<file path="src/rtl/state_variable_filter_assert.svh">
// Assertion macros for the state-variable filter.
`ifndef STATE_VARIABLE_FILTER_ASSERT_SVH
`define STATE_VARIABLE_FILTER_ASSERT_SVH

// Same-cycle implication, checked out of reset.
`define SVF_ASSERT_NOW(lbl, ante, cons) \
  lbl: assert property (@(posedge clk_i) disable iff (!rst_ni) (ante) |-> (cons)) \
    else $error("svf check failed");

// Next-cycle implication, checked out of reset.
`define SVF_ASSERT_NEXT(lbl, ante, cons) \
  lbl: assert property (@(posedge clk_i) disable iff (!rst_ni) (ante) |=> (cons)) \
    else $error("svf check failed");

`endif

</file>
<file path="src/rtl/svf_pkg.sv">
// Types, constants and arithmetic helpers for the state-variable filter.
`default_nettype none
package svf_pkg;

  localparam int SAMPLE_W  = 24;
  localparam int STATE_W   = 32;
  localparam int COEF_W    = 32;
  localparam int COEF_FRAC = 24;
  localparam int OPND_W    = STATE_W + 1;
  localparam int ACC_W     = COEF_W + OPND_W + 3;
  localparam int RND_W     = ACC_W - COEF_FRAC;
  localparam int EXT_W     = RND_W + 1;
  localparam int BIT_CNT_W = $clog2(COEF_W);
  localparam int CFG_IDX_W = 3;
  localparam int PROD_IDX_W = 3;

  typedef enum logic [CFG_IDX_W-1:0] {
    REG_COEF_A1   = 3'd0,
    REG_COEF_A2   = 3'd1,
    REG_COEF_A3   = 3'd2,
    REG_MIX_INPUT = 3'd3,
    REG_MIX_BAND  = 3'd4,
    REG_MIX_LOW   = 3'd5
  } svf_reg_e;

  typedef enum logic [2:0] {
    ST_IDLE,
    ST_ISSUE,
    ST_RUN,
    ST_V1,
    ST_V2,
    ST_OUT
  } svf_state_e;

  typedef struct packed {
    logic signed [SAMPLE_W-1:0] sample_in;
    logic                       block_last_in;
  } svf_in_t;

  typedef struct packed {
    logic signed [SAMPLE_W-1:0] sample_out;
    logic                       block_last_out;
  } svf_out_t;

  typedef struct packed {
    logic start;
    logic clear;
  } svf_mac_ctrl_t;

  localparam logic signed [COEF_W-1:0] MIX_INPUT_RST = COEF_W'(1) <<< COEF_FRAC;

  // Round to sample fraction bits, half toward plus infinity.
  function automatic logic signed [EXT_W-1:0] round_acc(input logic signed [ACC_W-1:0] acc);
    logic signed [ACC_W-1:0] t;
    t = acc + (ACC_W'(1) <<< (COEF_FRAC - 1));
    return EXT_W'(t >>> COEF_FRAC);
  endfunction

  function automatic logic signed [STATE_W-1:0] sat_state(input logic signed [EXT_W-1:0] x);
    if (x[EXT_W-1:STATE_W-1] == {(EXT_W-STATE_W+1){x[EXT_W-1]}}) begin
      return x[STATE_W-1:0];
    end
    return {x[EXT_W-1], {(STATE_W-1){~x[EXT_W-1]}}};
  endfunction

  function automatic logic signed [SAMPLE_W-1:0] sat_sample(input logic signed [EXT_W-1:0] x);
    if (x[EXT_W-1:SAMPLE_W-1] == {(EXT_W-SAMPLE_W+1){x[EXT_W-1]}}) begin
      return x[SAMPLE_W-1:0];
    end
    return {x[EXT_W-1], {(SAMPLE_W-1){~x[EXT_W-1]}}};
  endfunction

endpackage
`default_nettype wire

</file>
<file path="src/rtl/svf_smac.sv">
// Bit-serial multiply-accumulate: one coefficient bit per cycle.
`default_nettype none
module svf_smac (
  input  wire                                      clk_i,
  input  wire                                      rst_ni,
  input  wire svf_pkg::svf_mac_ctrl_t              ctrl_i,
  input  wire logic signed [svf_pkg::COEF_W-1:0]   coef_i,
  input  wire logic signed [svf_pkg::OPND_W-1:0]   opnd_i,
  output logic                                     busy_o,
  output logic signed [svf_pkg::ACC_W-1:0]         acc_o
);

  logic                                   busy_q, busy_d;
  logic [svf_pkg::BIT_CNT_W-1:0]          cnt_q, cnt_d;
  logic [svf_pkg::COEF_W-1:0]             mplier_q, mplier_d;
  logic signed [svf_pkg::ACC_W-1:0]       mcand_q, mcand_d;
  logic signed [svf_pkg::ACC_W-1:0]       acc_q, acc_d;

  always_comb begin
    busy_d   = busy_q;
    cnt_d    = cnt_q;
    mplier_d = mplier_q;
    mcand_d  = mcand_q;
    acc_d    = acc_q;
    if (ctrl_i.start) begin
      busy_d   = 1'b1;
      cnt_d    = '0;
      mplier_d = coef_i;
      mcand_d  = svf_pkg::ACC_W'(opnd_i);
      if (ctrl_i.clear) begin
        acc_d = '0;
      end
    end else if (busy_q) begin
      // The top coefficient bit carries negative weight.
      if (mplier_q[0]) begin
        if (cnt_q == svf_pkg::BIT_CNT_W'(svf_pkg::COEF_W - 1)) begin
          acc_d = acc_q - mcand_q;
        end else begin
          acc_d = acc_q + mcand_q;
        end
      end
      mplier_d = mplier_q >> 1;
      mcand_d  = mcand_q <<< 1;
      cnt_d    = cnt_q + 1'b1;
      if (cnt_q == svf_pkg::BIT_CNT_W'(svf_pkg::COEF_W - 1)) begin
        busy_d = 1'b0;
      end
    end
  end

  always_ff @(posedge clk_i or negedge rst_ni) begin
    if (!rst_ni) begin
      busy_q <= 1'b0;
      cnt_q  <= '0;
    end else begin
      busy_q <= busy_d;
      cnt_q  <= cnt_d;
    end
  end

  always_ff @(posedge clk_i) begin
    mplier_q <= mplier_d;
    mcand_q  <= mcand_d;
    acc_q    <= acc_d;
  end

  assign busy_o = busy_q;
  assign acc_o  = acc_q;

endmodule
`default_nettype wire

</file>
<file path="src/rtl/state_variable_filter.sv">
// Top level of the trapezoidal state-variable filter.
// One sample in, one sample out. Seven products per sample run through a single
// bit-serial multiplier that retires one coefficient bit per cycle; the next
// sample is taken once the result is in the output register. Coefficients are
// Q8.24; the user must write them through the register port only while the filter
// is idle, which the block itself does not enforce. The integrators are Q9.23 and
// saturate, the output saturates to 24 bits.
`default_nettype none
`include "state_variable_filter_assert.svh"
module state_variable_filter (
  input  wire                                           clk_i,
  input  wire                                           rst_ni,
  input  wire                                           in_valid_i,
  output logic                                          in_ready_o,
  input  wire svf_pkg::svf_in_t                         in_data_i,
  output logic                                          out_valid_o,
  input  wire                                           out_ready_i,
  output svf_pkg::svf_out_t                             out_data_o,
  input  wire                                           cfg_we_i,
  input  wire logic [svf_pkg::CFG_IDX_W-1:0]            cfg_idx_i,
  input  wire logic [svf_pkg::COEF_W-1:0]               cfg_wdata_i
);

  localparam int SW = svf_pkg::STATE_W;
  localparam int EW = svf_pkg::EXT_W;

  svf_pkg::svf_state_e state_q, state_d;
  logic [svf_pkg::PROD_IDX_W-1:0] pidx_q, pidx_d;

  logic signed [svf_pkg::COEF_W-1:0] a1_q, a2_q, a3_q, mi_q, mb_q, ml_q;
  logic signed [SW-1:0] i1_q, i1_d, i2_q, i2_d, v1_q, v1_d, v2_q, v2_d;
  logic signed [svf_pkg::OPND_W-1:0] v3_q, v3_d;
  logic signed [svf_pkg::SAMPLE_W-1:0] v0_q, v0_d;
  logic last_q, last_d;
  logic out_valid_q, out_valid_d;
  svf_pkg::svf_out_t out_q, out_d;

  svf_pkg::svf_mac_ctrl_t mac_ctrl;
  logic signed [svf_pkg::COEF_W-1:0] mac_coef;
  logic signed [svf_pkg::OPND_W-1:0] mac_opnd;
  logic mac_busy;
  logic signed [svf_pkg::ACC_W-1:0] mac_acc;
  logic signed [EW-1:0] rnd, sum2, dbl1, dbl2;

  svf_smac u_smac (
    .clk_i  (clk_i),
    .rst_ni (rst_ni),
    .ctrl_i (mac_ctrl),
    .coef_i (mac_coef),
    .opnd_i (mac_opnd),
    .busy_o (mac_busy),
    .acc_o  (mac_acc)
  );

  // Register file.
  always_ff @(posedge clk_i or negedge rst_ni) begin
    if (!rst_ni) begin
      a1_q <= '0;
      a2_q <= '0;
      a3_q <= '0;
      mi_q <= svf_pkg::MIX_INPUT_RST;
      mb_q <= '0;
      ml_q <= '0;
    end else if (cfg_we_i) begin
      case (cfg_idx_i)
        svf_pkg::REG_COEF_A1:   a1_q <= cfg_wdata_i;
        svf_pkg::REG_COEF_A2:   a2_q <= cfg_wdata_i;
        svf_pkg::REG_COEF_A3:   a3_q <= cfg_wdata_i;
        svf_pkg::REG_MIX_INPUT: mi_q <= cfg_wdata_i;
        svf_pkg::REG_MIX_BAND:  mb_q <= cfg_wdata_i;
        svf_pkg::REG_MIX_LOW:   ml_q <= cfg_wdata_i;
        default: ;
      endcase
    end
  end

  // Product schedule: a1*i1, a2*v3 | a2*i1, a3*v3 | mi*v0, mb*v1, ml*v2.
  always_comb begin
    case (pidx_q)
      3'd0:    begin mac_coef = a1_q; mac_opnd = svf_pkg::OPND_W'(i1_q); end
      3'd1:    begin mac_coef = a2_q; mac_opnd = v3_q; end
      3'd2:    begin mac_coef = a2_q; mac_opnd = svf_pkg::OPND_W'(i1_q); end
      3'd3:    begin mac_coef = a3_q; mac_opnd = v3_q; end
      3'd4:    begin mac_coef = mi_q; mac_opnd = svf_pkg::OPND_W'(v0_q); end
      3'd5:    begin mac_coef = mb_q; mac_opnd = svf_pkg::OPND_W'(v1_q); end
      default: begin mac_coef = ml_q; mac_opnd = svf_pkg::OPND_W'(v2_q); end
    endcase
  end

  assign rnd  = svf_pkg::round_acc(mac_acc);
  assign sum2 = EW'(i2_q) + rnd;
  assign dbl1 = (EW'(v1_q) <<< 1) - EW'(i1_q);
  assign dbl2 = (EW'(v2_q) <<< 1) - EW'(i2_q);

  always_comb begin
    state_d     = state_q;
    pidx_d      = pidx_q;
    i1_d        = i1_q;
    i2_d        = i2_q;
    v1_d        = v1_q;
    v2_d        = v2_q;
    v3_d        = v3_q;
    v0_d        = v0_q;
    last_d      = last_q;
    out_valid_d = out_valid_q;
    out_d       = out_q;
    mac_ctrl    = '0;
    in_ready_o  = 1'b0;

    if (out_valid_q && out_ready_i) begin
      out_valid_d = 1'b0;
    end

    case (state_q)
      svf_pkg::ST_IDLE: begin
        in_ready_o = 1'b1;
        if (in_valid_i) begin
          v0_d    = in_data_i.sample_in;
          last_d  = in_data_i.block_last_in;
          v3_d    = svf_pkg::OPND_W'(in_data_i.sample_in) - svf_pkg::OPND_W'(i2_q);
          pidx_d  = '0;
          state_d = svf_pkg::ST_ISSUE;
        end
      end
      svf_pkg::ST_ISSUE: begin
        mac_ctrl.start = 1'b1;
        mac_ctrl.clear = (pidx_q == 3'd0) || (pidx_q == 3'd2) || (pidx_q == 3'd4);
        state_d        = svf_pkg::ST_RUN;
      end
      svf_pkg::ST_RUN: begin
        if (!mac_busy) begin
          case (pidx_q)
            3'd1:    state_d = svf_pkg::ST_V1;
            3'd3:    state_d = svf_pkg::ST_V2;
            3'd6:    state_d = svf_pkg::ST_OUT;
            default: begin
              pidx_d  = pidx_q + 1'b1;
              state_d = svf_pkg::ST_ISSUE;
            end
          endcase
        end
      end
      svf_pkg::ST_V1: begin
        v1_d    = svf_pkg::sat_state(rnd);
        pidx_d  = pidx_q + 1'b1;
        state_d = svf_pkg::ST_ISSUE;
      end
      svf_pkg::ST_V2: begin
        v2_d    = svf_pkg::sat_state(sum2);
        pidx_d  = pidx_q + 1'b1;
        state_d = svf_pkg::ST_ISSUE;
      end
      svf_pkg::ST_OUT: begin
        // Hold until the output register is free.
        if (!out_valid_q || out_ready_i) begin
          out_d.sample_out     = svf_pkg::sat_sample(rnd);
          out_d.block_last_out = last_q;
          out_valid_d          = 1'b1;
          i1_d                 = svf_pkg::sat_state(dbl1);
          i2_d                 = svf_pkg::sat_state(dbl2);
          state_d              = svf_pkg::ST_IDLE;
        end
      end
      default: state_d = svf_pkg::ST_IDLE;
    endcase
  end

  always_ff @(posedge clk_i or negedge rst_ni) begin
    if (!rst_ni) begin
      state_q     <= svf_pkg::ST_IDLE;
      pidx_q      <= '0;
      i1_q        <= '0;
      i2_q        <= '0;
      out_valid_q <= 1'b0;
    end else begin
      state_q     <= state_d;
      pidx_q      <= pidx_d;
      i1_q        <= i1_d;
      i2_q        <= i2_d;
      out_valid_q <= out_valid_d;
    end
  end

  always_ff @(posedge clk_i) begin
    v0_q   <= v0_d;
    v1_q   <= v1_d;
    v2_q   <= v2_d;
    v3_q   <= v3_d;
    last_q <= last_d;
    out_q  <= out_d;
  end

  assign out_valid_o = out_valid_q;
  assign out_data_o  = out_q;

  `SVF_ASSERT_NOW(a_ready_mac_idle, in_ready_o, !mac_busy)
  `SVF_ASSERT_NEXT(a_accept_starts, in_valid_i && in_ready_o,
                   state_q == svf_pkg::ST_ISSUE && pidx_q == '0)
  `SVF_ASSERT_NOW(a_pidx_range, state_q != svf_pkg::ST_IDLE, pidx_q <= 3'd6)
  `SVF_ASSERT_NEXT(a_out_loads,
                   state_q == svf_pkg::ST_OUT && (!out_valid_q || out_ready_i),
                   out_valid_o && state_q == svf_pkg::ST_IDLE)

endmodule
`default_nettype wire
</file>
<file path="config.mk">
export PLATFORM = sky130hd
export DESIGN_NAME = state_variable_filter
export DESIGN_NICKNAME = d
export VERILOG_FILES = /design/src/rtl/svf_pkg.sv /design/src/rtl/svf_smac.sv /design/src/rtl/state_variable_filter.sv
export VERILOG_INCLUDE_DIRS = /design/src /design/src/rtl
export SDC_FILE = /design/constraint.sdc
export NUM_CORES = 1
export LEC_CHECK = 0
export BUFFER_PORTS_ARGS = -buffer_cell sky130_fd_sc_hd__buf_2
export CELL_PAD_IN_SITES_DETAIL_PLACEMENT = 1
export CELL_PAD_IN_SITES_GLOBAL_PLACEMENT = 1
export CORE_ASPECT_RATIO = 0.7
export CORE_MARGIN = 2
export CORE_UTILIZATION = 25
export CTS_CLUSTER_DIAMETER = 40
export DETAILED_ROUTE_END_ITERATION = 8
export GPL_TIMING_DRIVEN = 0
export PLACE_DENSITY = 0.47
export SETUP_SLACK_MARGIN = 0.02
export SLEW_MARGIN = 20
export SYNTH_ARGS = -nofsm -noshare
export SYNTH_HDL_FRONTEND = slang
export SYNTH_SLANG_ARGS = --single-unit
</file>
<file path="constraint.sdc">
create_clock -name clk_i -period 6.5 [get_ports clk_i]
set_input_delay 0.325 -clock clk_i [delete_from_list [all_inputs] [get_ports clk_i]]
set_output_delay 0.325 -clock clk_i [all_outputs]
set_load 0.05 [all_outputs]
</file>
Word level (Yosys, flattened, before mapping). Cells that the tools add are included.

Add/subtract/negate cells: 9. Eq/ne operators: 27. Muxes and demuxes: 53. Bitwise logic cells: 4. Reductions and logical operators: 27.

Operators with widths (number): two-way mux 68 bit (7); two-way mux 32 bit (10); one-hot mux 32 bit (5 select lines) (1); one-hot mux 33 bit (4 select lines) (1); adder 68 x 25 -> 68 bit (second input constant) (1); adder 68 bit (1); subtractor 33 x 32 -> 34 bit (2); subtractor 68 bit (1); two-way mux 24 bit (2); adder 32 x 44 -> 45 bit (1); equality test 13 bit (3); subtractor 24 x 32 -> 33 bit (1); equality test 3 bit (second input constant) (7); equality test 20 bit (1); two-way mux 1 bit (20); equality test 3 x 2 -> 1 bit (second input constant) (6); two-way mux 3 bit (6); one-hot mux 3 bit (3 select lines) (2); AND reduction 2 bit (8); one-hot mux 3 bit (5 select lines) (1); equality test 12 bit (1); two-way mux 5 bit (2); inequality test 2 bit (second input constant) (5); equality test 3 x 1 -> 1 bit (second input constant) (3); 15 further kinds (27).

Flip-flop bits (word level): 584. Input port bits: 65. Output and inout bits: 27. Logic and storage cells: 143.

Depth between registers and ports, before layout.
Depth in word-level cells: 6. Gate-level depth with buffers: 25. Gate-level depth less buffers: 25.

By module. Synthesis repeated with hierarchy kept, for this count alone.

Cell total of the unflattened synthesis: 3789. Area, all modules: 38296.7 um2.

Modules (own cells, without submodules): state_variable_filter (instances 1, cells an instance 2505, area an instance 25982.4 um2, seq. area each 10996.8 um2); svf_smac (instances 1, cells an instance 1284, area an instance 12314.3 um2, seq. area each 5195.0 um2).

Least setup slack after synthesis. Ideal clock, no wire load.

Path kind: register to register. Start point: reg state_q[1]. End point: reg u_smac.acc_q (netlist bit u_smac.acc_o[0]) (enable). Setup time: 0.588 ns. Arrival time: 5.998 ns. Data required time: 5.912 ns. Slack: -0.086 ns. Cell stages (with the launch flop): 6. Buffers on the path: 2. Period minus slack after synthesis: 6.586 ns. Cell sequence: dfrtp_1 -> nor2b_1 -> nand2b_1 -> clkbuf_1 -> clkbuf_1 -> o21ai_0.

Longest elaborated chain between the ends: 4. Elaborated cells between the ends (all ways): 6. Classes of those cells: eq/ne: 2; mux: 1; reduce/logical: 3.

Ends and longest elaborated chain: start, declared (RTL line state_variable_filter.sv:27) `svf_pkg::svf_state_e state_q, state_d;`; start signal, assigned (RTL line state_variable_filter.sv:170) `state_q <= svf_pkg::ST_IDLE;`; start signal, assigned (RTL line state_variable_filter.sv:176) `state_q <= state_d;`; equality test 3 x 1 -> 1 bit * (RTL line state_variable_filter.sv:114) `case (state_q)`; two-way mux 2 bit * (RTL line state_variable_filter.sv:114); inequality test 2 bit (no line) or nonzero test 2 bit (tied branches); AND reduction 3 bit (no line) *; end signal, assigned (RTL line svf_smac.sv:64) `acc_q <= acc_d;`; end, declared (RTL line svf_smac.sv:17) `logic signed [svf_pkg::ACC_W-1:0] acc_q, acc_d;`.

Every way passes the cells marked *; elsewhere a longest branch is shown, timed or not. A chain may end at the register's enable or synchronous reset.

Worst setup path in the final report.
Start point: reg u_smac.acc_q (netlist bit u_smac.acc_o[30]). End point: reg v2_q[26], data pin.

Longest elaborated chain between the ends: 6. Elaborated cells between the ends (all ways): 8. Classes of those cells: add/sub: 2; eq/ne: 1; mux: 4; bitwise: 1.

Ends and longest elaborated chain: adder 68 x 25 -> 68 bit * (RTL line svf_pkg.sv:55) `t = acc + (ACC_W'(1) <<< (COEF_FRAC - 1));`; adder 32 x 44 -> 45 bit * (RTL line state_variable_filter.sv:91) `assign sum2 = EW'(i2_q) + rnd;`; equality test 13 bit (RTL line svf_pkg.sv:60) `if (x[EXT_W-1:STATE_W-1] == {(EXT_W-STATE_W+1){x[EXT_W-1]}}) begin`; two-way mux 1 bit (RTL line svf_pkg.sv:60); two-way mux 1 bit (RTL line state_variable_filter.sv:114); two-way mux 32 bit * (RTL line svf_pkg.sv:63) `return {x[EXT_W-1], {(STATE_W-1){~x[EXT_W-1]}}};`; end signal, assigned (RTL line state_variable_filter.sv:187) `v2_q <= v2_d;`; end, declared (RTL line state_variable_filter.sv:31) `logic signed [SW-1:0] i1_q, i1_d, i2_q, i2_d, v1_q, v1_d, v2_q, v2_d;`.

Every way passes the cells marked *; elsewhere a longest branch is shown, timed or not. The select of a mux whose other input is x is not followed.

==> flow_metrics.py <==
metrics = {
    "worst_setup_path": {
        "crit-reg2reg-capture": "v2_q[26]",
        "crit_end": "v2_q[26]",
        "r2r-start": "u_smac.acc_o[30]",
        "endpoint_kind": "flop",
        "startpoint": "u_smac.acc_o[30]",
        "crit_required_ns": 6.97,
        "r2r_slack_ns": 0.27,
        "path_max_fanout": 10,
        "reg2regPathDepth": 23,
        "path_class": "flop to flop",
        "crit_path_start_kind": "flop",
        "cp.arrival_ns": 6.70,
    },
    "finish": {
        "final_cell_area_sq_mm": 0.0471,
        "nets": 4507,
        "drive_gt1_share_pct": 16.6,
        "mostFrequentLayoutCells": "nor2_1, edfxtp_1, nand2_1",
        "final_common_cell": "nor2_1",
        "final_cells": 6321,
        "area_delta_synth_final_pct": 22.6,
    },
    "routing": {
        "drt_iter0_markers": 2437,
        "num_vias": 32300,
        "antenna_left": 0,
        "dr.pass1.iters": 8,
        "wl_per_cell_um": 24.4,
        "drc": 0,
        "viasPerCell": 5.12,
        "wirelength_mm": 154,
    },
    "flow_run": {
        "drv_cap": 0,
    },
    "hold_path": {
        "hold_class": "primary input to asynchronous set/reset pin",
    },
    "die": {
        "die_w_um": 472,
        "die_area_sq_mm": 0.157,
        "io_pins": 92,
        "die_h_um": 332,
        "core_sq_mm": 0.153,
        "start_util_pct": 25.1,
        "rows": 120,
    },
    "sta": {
        "min_period_ns": 6.23,
        "finalSetupViolations": 0,
        "clock.fmax_mhz": 161,
        "skew_ns": 0.0779,
        "hold_viol": 0,
        "worst_pin_slew_ns": 1.10,
        "max_slew_margin_pct": 25.8,
        "finalCritPeriodShare_pct": 95.8,
        "slew_viol_final": 0,
        "grt_setup_unrepaired": "false",
        "setup_tns_ns": 0,
    },
    "grt": {
        "grt.overflow.total": 0,
        "antenna_found_initial": 10,
        "grt_pass1_vias": 32500,
        "grt_pass1_wl_mm": 226,
        "grt_usage_pct": 19.3,
        "grt_max_degree": 87,
    },
    "cts": {
        "cts_buffers": 106,
        "root_buffer": "clkbuf_16",
        "cts_tree": "done",
        "cts_sinks": 584,
        "clkSlewWorstSetupHoldPaths_ns": 0.06,
        "clock_latency_ns": 0.75,
        "clk_path_buf_depth": 3,
        "htree_num_levels": 3,
    },
    "placement": {
        "dp_hpwl_mm": 120,
        "gp_congestion": 0.868,
        "placedCellCount": 6027,
        "port_buffers": 90,
        "dpl_cell_area_sq_mm": 0.0418,
    },
    "synth": {
        "syn_area_sq_mm": 0.0384,
        "ys_seq_elements": 584,
        "yosys_warnings": 0,
        "synthFlopType": "edfxtp_1",
        "synth-edff-count": 315,
        "yosysSeqAreaShare_pct": 42.2,
        "ys_types": 94,
        "synthArstFlopShare_pct": 46.1,
        "syn_nets": 4202,
        "synth_cells": 3906,
        "synth_area_per_cell_sq_um": 9.83,
    },
    "power": {
        "power_per_cell_area_mw_per_mm2": 621,
        "power_w": 0.0292,
        "p_leak_nw": 19.0,
        "ir_worst_vdd_v": 0.000256,
    },
    "outcome": {
        "outcome": "finished clean",
    },
}
[stage by stage]
step	hold slack [ns]	utilization [%]	setup WS, ns
floorplan	0.0294	-	1.04
global placement	0.402	27.1	-2.39
detailed placement	0.214	27.4	-0.729
CTS	0.000651	30.5	0.0218
global route	0.0357	30.8	0.0149
finish	0.0504	30.8	0.270
[critical path: stages, from the launching register on]
cell and delay (ns):
edfxtp_1 0.43, and3_1 0.25, or3b_4 0.44, or4_1 0.50, buf_2 0.22, nor2_4 0.16
nand2_1 0.16, xor2_4 0.18, inv_1 0.08, ha_1 0.34, nand4_1 0.19, or2_4 0.32
or3_1 0.43, o211ai_1 0.20, buf_4 0.17, o21ai_0 0.09, o2bb2ai_1 0.19, a2111oi_2 0.29
and4b_1 0.25, o22ai_2 0.13, o41a_1 0.44, buf_6 0.18, buf_6 0.15, a21o_1 0.17
[synth_stat cells, types with 41 or more instances]
master	instances	area share [%]
nor2_1	323	3.2
edfxtp_1	315	25
nand2_1	306	3.0
a21oi_1	286	3.7
dfrtp_1	268	17
mux2_2	229	6.7
ha_1	226	7.4
o21ai_0	202	2.6
xnor2_1	199	4.5
inv_1	180	1.8
a21o_1	159	3.1
clkbuf_1	148	1.4
xor2_1	84	1.9
a22oi_1	81	1.6
nand3_1	79	1.0
nor3_1	75	0.98
a31oi_1	50	0.81
nand4_1	44	0.72
a222oi_1	41	1.1
[per-layer routing]
metal	routed length, um	track usage [%]
met1	83200	31.2
met2	59800	25.6
met3	7850	3.49
met4	3460	5.01
met5	7	0
[where the power goes]
group	total (W)	switching (W)	internal [W]
sequential	0.00706	0.00124	0.00582
combinational	0.0160	0.0100	0.00602
clock	0.00613	0.00231	0.00382
[worst min-delay path by stage]
stage / endpoint / slack, ns
3_3_place_gp: out_data_o[0] / 0.40
3_5_place_dp: mb_q[10] / 0.21
2_1_floorplan: a1_q[0] / 0.03
4_1_cts: mb_q[10] / 0.0007
6_report: mb_q[10] / 0.05
5_1_grt: a1_q[10] / 0.04
[cells by family after synthesis]
kind of cell | share of synthesized area [%]
flip-flops | 42.2
AO/OA/AOI/OAI | 19.8
multiplexers | 6.99
XOR/XNOR | 6.50
adder cells (fa/ha/maj) | 7.63
buffers and inverters | 3.76
AND/OR/NAND/NOR | 13.1
[repair_timing]
action,in CTS,in global routing
setup buffers,9,24
hold buffers,59,0
endpoints found under the hold margin,335,0
setup endpoints to repair,46,43
pin swaps,2,9
resized for setup,32,48
[final cells by class]
cell class | instances | area (sq um)
Antenna cell | 3 | 7.51
Buffer | 184 | 787
Clock buffer | 119 | 2810
Clock inverter | 83 | 1110
Fill cell | 17200 | 106000
Inverter | 180 | 676
Multi-Input combinational cell | 2955 | 21300
Sequential cell | 584 | 16200
Tap cell | 2013 | 2520
Timing Repair Buffer | 200 | 1680
No activity file was read; power rests on OpenSTA's default activity.
